$ cat src/hw/rtl/eor_pkg.sv
package eor_pkg;

  localparam int RadiusBitsDef = 10;
  localparam int CoordBitsDef  = 16;

  // order in which the mirrored points of one iteration go out
  localparam logic [1:0] PtPlusPlus   = 2'd0;
  localparam logic [1:0] PtMinusMinus = 2'd1;
  localparam logic [1:0] PtMinusPlus  = 2'd2;
  localparam logic [1:0] PtPlusMinus  = 2'd3;

endpackage

$ cat src/hw/rtl/eor_mul.sv
module eor_mul #(
  parameter int W = 2 * eor_pkg::RadiusBitsDef + 4
) (
  input  logic             clk_i,
  input  logic [W-1:0]     a_i,
  input  logic [W-1:0]     b_i,
  output logic [2*W-1:0]   p_o
);

  logic [2*W-1:0] p_d;
  logic [2*W-1:0] p_q;

  assign p_d = a_i * b_i;

  always_ff @(posedge clk_i) begin
    p_q <= p_d;
  end

  assign p_o = p_q;

endmodule

$ cat src/hw/rtl/ellipse_outline_rasterizer.sv
// Midpoint ellipse outline rasterizer.
// Input channel (in_valid_i / in_ready_o): req_type_i 0 loads a new ellipse from
// center_x_i, center_y_i, radius_x_i, radius_y_i and emits nothing; req_type_i 1
// runs one iteration of the midpoint loop. A step while no ellipse is active is
// taken and dropped. A start abandons any ellipse in progress.
// Output channel (out_valid_o / out_ready_i): one outline point per transfer, two
// or four per step; last_point_o marks the final point of the ellipse.
// Sequence: a start runs StSqX, StSqY, StDy and StInit, then the region-two entry
// StE1 to StE7 when a radius is zero. A step emits its points (2 or 4), then runs
// StUpd1 and StUpd2, plus the entry StE1 to StE7 at the switch to region two.
// Setup and the region switch are bound by the single registered
// multiplier, which is reused for every product.
// in_ready_o is high only while the sequencer is idle. The output register holds
// a point until it is taken; a stalled receiver stops point emission but the
// final point of a step may still wait while the next item is accepted.
// Reset (rst_ni low, asynchronous) leaves the block idle with no ellipse active
// and the output channel empty.
module ellipse_outline_rasterizer #(
  parameter int RADIUS_BITS = eor_pkg::RadiusBitsDef,
  parameter int COORD_BITS  = eor_pkg::CoordBitsDef
) (
  input  logic                         clk_i,
  input  logic                         rst_ni,
  input  logic                         in_valid_i,
  output logic                         in_ready_o,
  input  logic                         req_type_i,
  input  logic signed [COORD_BITS-1:0] center_x_i,
  input  logic signed [COORD_BITS-1:0] center_y_i,
  input  logic [RADIUS_BITS-1:0]       radius_x_i,
  input  logic [RADIUS_BITS-1:0]       radius_y_i,
  output logic                         out_valid_o,
  input  logic                         out_ready_i,
  output logic signed [COORD_BITS:0]   pixel_x_o,
  output logic signed [COORD_BITS:0]   pixel_y_o,
  output logic                         last_point_o
);

  import eor_pkg::*;

  localparam int OffW  = RADIUS_BITS + 2;
  localparam int SqW   = 2 * RADIUS_BITS;
  localparam int StepW = 3 * RADIUS_BITS + 4;
  localparam int MulW  = 2 * RADIUS_BITS + 4;
  localparam int DecW  = 2 * MulW;
  localparam int OutW  = COORD_BITS + 1;
  localparam int SumW  = COORD_BITS + RADIUS_BITS + 3;

  typedef enum logic [3:0] {
    StIdle, StSqX, StSqY, StDy, StInit, StEmit, StUpd1, StUpd2,
    StE1, StE2, StE3, StE4, StE5, StE6, StE7
  } state_e;

  state_e                    state_q, state_d;
  logic                      active_q, active_d;
  logic                      region_two_q, region_two_d;
  logic                      br_q, br_d;
  logic [1:0]                pt_q, pt_d;
  logic signed [COORD_BITS-1:0] ctr_x_q, ctr_x_d, ctr_y_q, ctr_y_d;
  logic [RADIUS_BITS-1:0]    rx_q, rx_d, ry_q, ry_d;
  logic [SqW-1:0]            rad_x_sq_q, rad_x_sq_d, rad_y_sq_q, rad_y_sq_d;
  logic signed [OffW-1:0]    off_x_q, off_x_d, off_y_q, off_y_d;
  logic signed [StepW-1:0]   step_dx_q, step_dx_d, step_dy_q, step_dy_d;
  logic signed [DecW-1:0]    dec_q, dec_d;
  logic [MulW-1:0]           tmp_q, tmp_d;
  logic                      out_valid_q, out_valid_d;
  logic signed [OutW-1:0]    px_q, px_d, py_q, py_d;
  logic                      last_q, last_d;

  logic [MulW-1:0]           mul_a, mul_b;
  logic [DecW-1:0]           prod;
  logic signed [DecW-1:0]    rx2_dec, ry2_dec, dx_dec, dy_dec, add_dx, add_dy, add_sq;
  logic signed [StepW-1:0]   rx2_x2, ry2_x2;
  logic signed [OffW-1:0]    ym1, ym1_abs;
  logic                      four_pts, plus_x, plus_y, last_pt, take_dx, take_dy;
  logic signed [SumW-1:0]    sum_x, sum_y;

  eor_mul #(.W(MulW)) u_mul (
    .clk_i (clk_i),
    .a_i   (mul_a),
    .b_i   (mul_b),
    .p_o   (prod)
  );

  assign rx2_dec = DecW'(rad_x_sq_q);
  assign ry2_dec = DecW'(rad_y_sq_q);
  assign dx_dec  = DecW'(step_dx_q);
  assign dy_dec  = DecW'(step_dy_q);
  assign rx2_x2  = StepW'(rad_x_sq_q) << 1;
  assign ry2_x2  = StepW'(rad_y_sq_q) << 1;
  assign ym1     = off_y_q - OffW'(1);
  assign ym1_abs = ym1[OffW-1] ? -ym1 : ym1;

  // point selection for the output register
  assign four_pts = region_two_q ? (off_y_q != '0) : (off_x_q != '0);
  assign plus_x   = (pt_q == PtPlusPlus) || (pt_q == PtPlusMinus);
  assign plus_y   = (pt_q == PtPlusPlus) || (pt_q == PtMinusPlus);
  assign last_pt  = pt_q == (four_pts ? PtPlusMinus : PtMinusMinus);
  assign sum_x    = plus_x ? SumW'(ctr_x_q) + SumW'(off_x_q) : SumW'(ctr_x_q) - SumW'(off_x_q);
  assign sum_y    = plus_y ? SumW'(ctr_y_q) + SumW'(off_y_q) : SumW'(ctr_y_q) - SumW'(off_y_q);

  // decision update terms
  assign take_dx = !region_two_q || !br_q;
  assign take_dy = region_two_q || !br_q;
  assign add_dx  = take_dx ? dx_dec : '0;
  assign add_dy  = take_dy ? dy_dec : '0;
  assign add_sq  = region_two_q ? rx2_dec : ry2_dec;

  always_comb begin
    state_d      = state_q;
    active_d     = active_q;
    region_two_d = region_two_q;
    br_d         = br_q;
    pt_d         = pt_q;
    ctr_x_d      = ctr_x_q;
    ctr_y_d      = ctr_y_q;
    rx_d         = rx_q;
    ry_d         = ry_q;
    rad_x_sq_d   = rad_x_sq_q;
    rad_y_sq_d   = rad_y_sq_q;
    off_x_d      = off_x_q;
    off_y_d      = off_y_q;
    step_dx_d    = step_dx_q;
    step_dy_d    = step_dy_q;
    dec_d        = dec_q;
    tmp_d        = tmp_q;
    out_valid_d  = out_valid_q;
    px_d         = px_q;
    py_d         = py_q;
    last_d       = last_q;
    mul_a        = '0;
    mul_b        = '0;

    if (out_valid_q && out_ready_i) begin
      out_valid_d = 1'b0;
    end

    case (state_q)
      StIdle: begin
        if (in_valid_i) begin
          if (!req_type_i) begin
            ctr_x_d      = center_x_i;
            ctr_y_d      = center_y_i;
            rx_d         = radius_x_i;
            ry_d         = radius_y_i;
            off_x_d      = '0;
            off_y_d      = OffW'(radius_y_i);
            step_dx_d    = '0;
            active_d     = 1'b1;
            region_two_d = 1'b0;
            state_d      = StSqX;
          end else if (active_q) begin
            pt_d    = PtPlusPlus;
            state_d = StEmit;
          end
        end
      end
      StSqX: begin
        mul_a   = MulW'(rx_q);
        mul_b   = MulW'(rx_q);
        state_d = StSqY;
      end
      StSqY: begin
        rad_x_sq_d = prod[SqW-1:0];
        mul_a      = MulW'(ry_q);
        mul_b      = MulW'(ry_q);
        state_d    = StDy;
      end
      StDy: begin
        rad_y_sq_d = prod[SqW-1:0];
        mul_a      = MulW'(rad_x_sq_q);
        mul_b      = MulW'(ry_q);
        state_d    = StInit;
      end
      StInit: begin
        step_dy_d = StepW'(prod) << 1;
        dec_d     = ry2_dec - prod + ((rx2_dec + DecW'(3)) >> 2);
        state_d   = (prod == '0) ? StE1 : StIdle;
      end
      StEmit: begin
        if (!out_valid_q || out_ready_i) begin
          out_valid_d = 1'b1;
          px_d        = sum_x[OutW-1:0];
          py_d        = sum_y[OutW-1:0];
          last_d      = region_two_q && (pt_q == PtMinusMinus) && !four_pts;
          pt_d        = pt_q + 2'd1;
          if (last_pt) begin
            state_d = StUpd1;
          end
        end
      end
      StUpd1: begin
        if (!region_two_q) begin
          br_d      = dec_q[DecW-1];
          off_x_d   = off_x_q + OffW'(1);
          step_dx_d = step_dx_q + ry2_x2;
          if (!dec_q[DecW-1]) begin
            off_y_d   = off_y_q - OffW'(1);
            step_dy_d = step_dy_q - rx2_x2;
          end
        end else begin
          br_d      = !dec_q[DecW-1] && (dec_q != '0);
          off_y_d   = off_y_q - OffW'(1);
          step_dy_d = step_dy_q - rx2_x2;
          if (dec_q[DecW-1] || (dec_q == '0)) begin
            off_x_d   = off_x_q + OffW'(1);
            step_dx_d = step_dx_q + ry2_x2;
          end
        end
        state_d = StUpd2;
      end
      StUpd2: begin
        dec_d = dec_q + add_dx - add_dy + add_sq;
        if (!region_two_q) begin
          state_d = (step_dx_q < step_dy_q) ? StIdle : StE1;
        end else begin
          active_d = !off_y_q[OffW-1];
          state_d  = StIdle;
        end
      end
      // region two entry: ry2*(ox*ox+ox+1) + rx2*(oy-1)^2 - rx2*ry2
      StE1: begin
        mul_a   = MulW'($unsigned(off_x_q));
        mul_b   = MulW'($unsigned(off_x_q));
        state_d = StE2;
      end
      StE2: begin
        tmp_d   = prod[MulW-1:0] + MulW'($unsigned(off_x_q)) + MulW'(1);
        state_d = StE3;
      end
      StE3: begin
        mul_a   = MulW'(rad_y_sq_q);
        mul_b   = tmp_q;
        state_d = StE4;
      end
      StE4: begin
        dec_d   = prod;
        mul_a   = MulW'($unsigned(ym1_abs));
        mul_b   = MulW'($unsigned(ym1_abs));
        state_d = StE5;
      end
      StE5: begin
        mul_a   = MulW'(rad_x_sq_q);
        mul_b   = prod[MulW-1:0];
        state_d = StE6;
      end
      StE6: begin
        dec_d   = dec_q + prod;
        mul_a   = MulW'(rad_x_sq_q);
        mul_b   = MulW'(rad_y_sq_q);
        state_d = StE7;
      end
      StE7: begin
        dec_d        = dec_q - prod;
        region_two_d = 1'b1;
        state_d      = StIdle;
      end
      default: begin
        state_d = StIdle;
      end
    endcase
  end

  always_ff @(posedge clk_i or negedge rst_ni) begin
    if (!rst_ni) begin
      state_q      <= StIdle;
      active_q     <= 1'b0;
      region_two_q <= 1'b0;
      br_q         <= 1'b0;
      pt_q         <= '0;
      ctr_x_q      <= '0;
      ctr_y_q      <= '0;
      rx_q         <= '0;
      ry_q         <= '0;
      rad_x_sq_q   <= '0;
      rad_y_sq_q   <= '0;
      off_x_q      <= '0;
      off_y_q      <= '0;
      step_dx_q    <= '0;
      step_dy_q    <= '0;
      dec_q        <= '0;
      tmp_q        <= '0;
      out_valid_q  <= 1'b0;
      px_q         <= '0;
      py_q         <= '0;
      last_q       <= 1'b0;
    end else begin
      state_q      <= state_d;
      active_q     <= active_d;
      region_two_q <= region_two_d;
      br_q         <= br_d;
      pt_q         <= pt_d;
      ctr_x_q      <= ctr_x_d;
      ctr_y_q      <= ctr_y_d;
      rx_q         <= rx_d;
      ry_q         <= ry_d;
      rad_x_sq_q   <= rad_x_sq_d;
      rad_y_sq_q   <= rad_y_sq_d;
      off_x_q      <= off_x_d;
      off_y_q      <= off_y_d;
      step_dx_q    <= step_dx_d;
      step_dy_q    <= step_dy_d;
      dec_q        <= dec_d;
      tmp_q        <= tmp_d;
      out_valid_q  <= out_valid_d;
      px_q         <= px_d;
      py_q         <= py_d;
      last_q       <= last_d;
    end
  end

  assign in_ready_o   = (state_q == StIdle);
  assign out_valid_o  = out_valid_q;
  assign pixel_x_o    = px_q;
  assign pixel_y_o    = py_q;
  assign last_point_o = last_q;

endmodule

$ cat config.mk
export PLATFORM = sky130hd
export DESIGN_NAME = ellipse_outline_rasterizer
export DESIGN_NICKNAME = d
export VERILOG_FILES = /design/src/hw/rtl/eor_pkg.sv /design/src/hw/rtl/eor_mul.sv /design/src/hw/rtl/ellipse_outline_rasterizer.sv
export SDC_FILE = /design/constraint.sdc
export NUM_CORES = 2
export LEC_CHECK = 0
export BUFFER_PORTS_ARGS = -buffer_cell sky130_fd_sc_hd__buf_4
export CAP_MARGIN = 20
export CORE_ASPECT_RATIO = 1.25
export CORE_UTILIZATION = 45
export CTS_BUF_LIST = sky130_fd_sc_hd__clkbuf_2
export DETAILED_ROUTE_END_ITERATION = 16
export SYNTH_ARGS = -nofsm -noshare
export SYNTH_HDL_FRONTEND = slang
export SYNTH_HIERARCHICAL = 1
export SYNTH_SLANG_ARGS = --single-unit
$ cat constraint.sdc
create_clock -name clk_i -period 13.51 [get_ports clk_i]
set_clock_uncertainty 0.15 [all_clocks]
set_input_delay 0.6755 -clock clk_i [delete_from_list [all_inputs] [get_ports clk_i]]
set_output_delay 0.6755 -clock clk_i [all_outputs]
set_load 0.05 [all_outputs]
# Word-level counts from Yosys, hierarchy flattened
# Index checks and enable logic that the tools add are counted.
dict set report word_totals {
  elab_cells 167
  out_inout_bits 37
  input_bits 57
  register_bits 349
}
dict set report op_classes {
  n_lt_le_gt_ge 1
  n_bitwise 1
  reduce_logical 40
  addsub 20
  multipliers 1
  n_mux 54
  eq_ne 28
}
# cell count
set op_table {}
lappend op_table {{$pmux 48 s5} 1}
lappend op_table {{$mux 34} 6}
lappend op_table {{$pmux 24 s7} 1}
lappend op_table {{$pmux 34 s2} 2}
lappend op_table {{$pmux 20 s6} 1}
lappend op_table {{$mux 12} 9}
lappend op_table {{$add 48x48->48} 2}
lappend op_table {{$logic_not 48->1} 2}
lappend op_table {{$mux 48} 2}
lappend op_table {{$sub 48x48->48} 2}
lappend op_table {{$pmux 4 s14} 1}
lappend op_table {{$add 48x19->48} 1}
lappend op_table {{$add 48x21->48} 1}
lappend op_table {{$pmux 12 s2} 2}
lappend op_table {{$reduce_bool 48->1} 1}
lappend op_table {{$sub 20x48->48} 1}
lappend op_table {{$mul 20x24->44} 1}
lappend op_table {{$add 16x12->17} 2}
lappend op_table {{$add 34x22->34} 1}
lappend op_table {{$lt 34x34->1} 1}
lappend op_table {{$mux 17} 2}
lappend op_table {{$sub 16x12->17} 2}
lappend op_table {{$sub 34x22->34} 1}
lappend op_table {{$mux 4} 8}
lappend op_table {{other kinds (38)} 92}

# Depth between registers and ports, before layout
dict set report depth {
  word_depth 7
  ltp_mapped 41
  mapped_depth_nobuf 35
}

# Hierarchy
# Netlist, hierarchy kept.
# module n_inst cells_each area_per_inst_um2 seq_area_each_um2
set by_module_without_submodules {}
lappend by_module_without_submodules {ellipse_outline_rasterizer 1 3859 30382.9 7482.2}
lappend by_module_without_submodules {eor_mul 1 2246 20124.3 960.9}

# Worst setup path after synthesis
# No wires, ideal clock.
dict set report synth_path {
  kind {register -> register}
  startpoint {reg off_y_q[0]}
  endpoint {reg u_mul.p_q[34], in the netlist u_mul/p_o[34]}
  setup_time_ps 118
  synth_period_minus_slack_ps 9569
  stages_incl_launch_ff 40
  setup_slack_ps 3941
  path_buffers 6
  arrival_ps 9301
  required_ps 13242
  path_cell_list {dfrtp_1 -> buf_2 -> or3_1 -> buf_2 -> or3_1 -> clkbuf_1 -> or3_1 -> buf_2 -> or3_1 -> buf_2 -> nor3_4 -> xnor2_2 -> nor2_1 -> xnor2_1 -> a222oi_1 -> nand3_1 -> clkbuf_1 -> and2_1 -> [4 not listed] -> inv_1 -> fa_1 -> inv_1 -> fa_1 -> inv_1 -> fa_1 -> inv_1 -> fa_1 -> inv_1 -> ha_1 -> nand4_1 -> nor3_1 -> o21ai_1 -> o21ai_2 -> a31oi_4 -> o41ai_4 -> a41oi_2 -> xnor2_1}
}
dict set report synth_via {
  elab_chain_len 5
  elab_cells_between_ends 6
  cone_classes {add/sub: 2; mul: 1; mux: 3}
}
# item line_no
set synth_lines {}
lappend synth_lines {{start, declared} ellipse_outline_rasterizer.sv:61} ;# logic signed [OffW-1:0] off_x_q, off_x_d, off_y_q, off_y_d;
lappend synth_lines {{start signal, assigned} ellipse_outline_rasterizer.sv:299} ;# off_y_q <= off_y_d;
lappend synth_lines {{$sub 12x2->12 *} ellipse_outline_rasterizer.sv:90} ;# assign ym1 = off_y_q - OffW'(1);
lappend synth_lines {{$neg 12->12} ellipse_outline_rasterizer.sv:91} ;# assign ym1_abs = ym1[OffW-1] ? -ym1 : ym1;
lappend synth_lines {{$mux 12 *} ellipse_outline_rasterizer.sv:91}
lappend synth_lines {{$pmux 24 s7 *} ellipse_outline_rasterizer.sv:137} ;# case (state_q)
lappend synth_lines {{net mul_b[1]} ellipse_outline_rasterizer.sv:69} ;# logic [MulW-1:0] mul_a, mul_b;
lappend synth_lines {{$mul 20x24->44 *} eor_mul.sv:13} ;# assign p_d = a_i * b_i;
lappend synth_lines {{net u_mul.p_d[34]} eor_mul.sv:10} ;# logic [2*W-1:0] p_d;
lappend synth_lines {{end signal, assigned} eor_mul.sv:16} ;# p_q <= p_d;
lappend synth_lines {{end, declared} eor_mul.sv:11} ;# logic [2*W-1:0] p_q;
# Mark *: on every way through the listed nets, which the timed path passes. The rest lies on a longest branch.
# A chain may end at the register's enable or synchronous reset.

# Final worst setup path
# Ends and elaborated chain as after synthesis.

==> results.toml <==
[outcome]
status = "finished with violations"
failed_checks = "DRC"

[timing]
timing.fmax_ghz = 0.08922
finalSetupViolCount = 0
worst_slew_pin_slew_ns = 1.144
timing.final.ws_setup_ns = 2.302
period_needed_ns = 11.21
period_share_pct = 82.96
rsz0062_at_grt = "no"
fin_tns_setup_ns = 0
slew_violations = 0
hold_viol = 0
slew-limit-headroom_pct = 23.71

[clocking]
clock_latency_ns = 1.36
cts_buffer_depth = 3
cts_buffers = 93
cts.clk_slew.worst_paths_ns = 0.10
cts_setup_buffers = 0
cts_tree = "built"
numClockSinks = 347
clock-root-buffer = "clkbuf_2"
htreeDepth = 3

[layout]
layout_common_cells = "nand2_1, inv_1, fa_1"
final_layout_size_suffix_gt1_share_pct = 6.616
fin_cells = 7842
layout_commonest_cell = "nand2_1"
area_growth_syn_to_layout_pct = 10.34
fin_area_um2 = 55730
fin_nets = 7379

[setup_path]
worstRegToRegCells = 33
required_ns = 14.55
slowest_delay_ns = 0.89
cp_common_cell = "fa_1"
worst_r2r_startpoint = "off_y_q[0]"
cpMaxStageDelayCell = "nand3_1"
worstSetupStartpointType = "flip-flop"
cp_data_arrival_time_ns = 12.25
endpoint_kind = "flip-flop"
crit_fanout = 24
r2r_setup_slack_ns = 2.30
crit_type = "reg2reg"
reg2reg_to = "u_mul/p_o[34]"

[power]
power_uw = 15480
p_seq_share_pct = 13.2
clkPwrFrac_pct = 5.3
p_int_uw = 6508
p_comb_share_pct = 81.4
p_sw_share_pct = 57.96
leakage_uw = 0.02709
p_sw_uw = 8972
peakVddDrop_v = 0.0002221
powerDensity_nw_per_um2 = 277.8

[synthesis]
synth_cell_types = 90
yosysSeqAreaShare_pct = 16.72
synthCells = 6105
postSynthAreaPerCell_um2 = 8.273
netlist_area_um2 = 50510
synth_seq_cells = 347
synthFlopType = "dfrtp_1"
ys_warn_count = 6
ys_async_sr_fraction_pct = 86.17
synth_edf_count = 0

[floorplan]
initial_core_util_pct = 45.33
die_w_um = 301.7
die_h_um = 376.6
rows = 137
fp.coreArea_um2 = 111400
num_io_pins = 94
die-area_um2 = 113600

[route]
vias = 45362
vias_per_cell = 5.784
drt_iter0_drc = 3752
antenna_left = 0
first_pass_iters = 14
postRouteWirelength_um = 180000
drc = 8
avgRoutedWirePerCell_um = 22.96

[place]
place_congestion = 0.9906
postPlaceCellArea_um2 = 52760
place_inst = 7463
numPortBuffers = 93
post-place-ws_ns = 2.360
hpwl_um = 137100

[grt]
grt_pass1_wl_um = 277900
grt_pass1_vias = 46678
gr-total-overflow = 0
grt_max_degree = 80
grt_use_total_pct = 32.16
antenna_found_initial = 5

[worst_hold_path]
holdPathEnd = "off_y_q[8]"
hp-class = "in2reg"
min-delay-start = "radius_y_i[8]"
min_path_cells = 4

[flow_run]
maxCapViolations = 0
metal layers:
metal	up-vias	global-route usage [%]	routed length [um]
met5	-	0	0
li1	20589	-	-
met4	0	20.34	12500
met3	528	4.152	11800
met1	22414	39.06	70140
met2	1831	53.73	85600
logic make-up (layout without fill, tap and decap cells):
family | Yosys count | in the layout | share of synthesized area, %
simple gates | 1925 | 1925 | 17.97
flops | 347 | 347 | 16.72
other cells | 2 | 31 | 0.01487
compound gates | 1261 | 1261 | 16.07
buf+inv | 1173 | 1422 | 8.802
mux | 33 | 33 | 0.6738
xor+xnor | 347 | 347 | 6.032
fa+ha+maj | 1017 | 1017 | 33.73
power by group through the flow:
stage / sequential (uW) / combinational [uW] / clock [uW]
detailed placement: 2050 / 12100 / 0
global route: 2090 / 13900 / 886
CTS: 2020 / 12300 / 843
finish: 2050 / 12600 / 824
global placement: 2040 / 12100 / 0
floorplan: 1900 / 8870 / 0
Yosys cell counts, types with 127 or more instances:
cell      number  area [um2]
and2_1       328        2052
nor2_1       258       968.4
ha_1         443        5543
dfrtp_1      299        7482
fa_1         574       11490
inv_1        851        3194
xor2_1       127        1112
xnor2_1      219        1918
nand2_1      864        3243
a21oi_1      322        1612
o21ai_0      321        1607
clkbuf_1     290        1089
worst max-delay path by stage:
stage / from / to / slack (ns) / cells past startpoint
final: off_y_q[0] / u_mul/p_o[34] / 2.30 / 33
after global routing: off_y_q[2] / u_mul/p_o[34] / 1.88 / 33
after CTS: off_y_q[0] / u_mul/p_o[34] / 2.37 / 33
after detailed placement: off_y_q[0] / u_mul/p_o[34] / 2.36 / 33
after global placement: off_y_q[0] / u_mul/p_o[34] / 2.56 / 33
after floorplan: off_y_q[0] / u_mul/p_o[34] / 3.94 / 39
per-stage QoR:
stage | utilization (%) | hold slack [ns]
after floorplan | - | 0.2299
final | 50.02 | 0.1565
after global placement | 47.34 | 0.3125
after global routing | 50.01 | 0.1646
after detailed placement | 47.35 | 0.3195
after CTS | 49.96 | 0.03721
timing repair:
action,4_1_cts,5_1_grt
setup endpoints to repair,0,0
gates resized for setup,0,0
hold buffers,203,0
hold endpoints to repair,242,0
layout make-up:
cell class,count,area [um2]
fillers,10840,55690
inverters,851,3194
repair buffers,403,3582
clock buffers,136,680.7
flip-flops and latches,347,8444
multi-input cells,4609,37820
clock inverters,32,173.9
diodes,5,12.51
well taps,1459,1826
worst max-delay path: cells and delay by family (launching register included):
family          cells  cell delay (ns)
simple gates       10             4.01
fa+ha+maj           8             3.96
compound gates      6             1.54
xor+xnor            3             0.58
flops               1             0.54
buf+inv             6             0.33
registers in the layout (all words and copies together) (netlist names), 2 cells and up:
signal / count
tmp_q: 24
rad_x_sq_q: 20
step_dx_q: 33
ctr_y_q: 16
off_y_q: 12
state_q: 4
rx_q: 10
pt_q: 2
pixel_y_o: 17
off_x_q: 12
step_dy_q: 33
rad_y_sq_q: 20
ctr_x_q: 16
ry_q: 10
u_mul/p_o: 48
pixel_x_o: 17
dec_q: 48
Power figures use the tool's default switching activity.
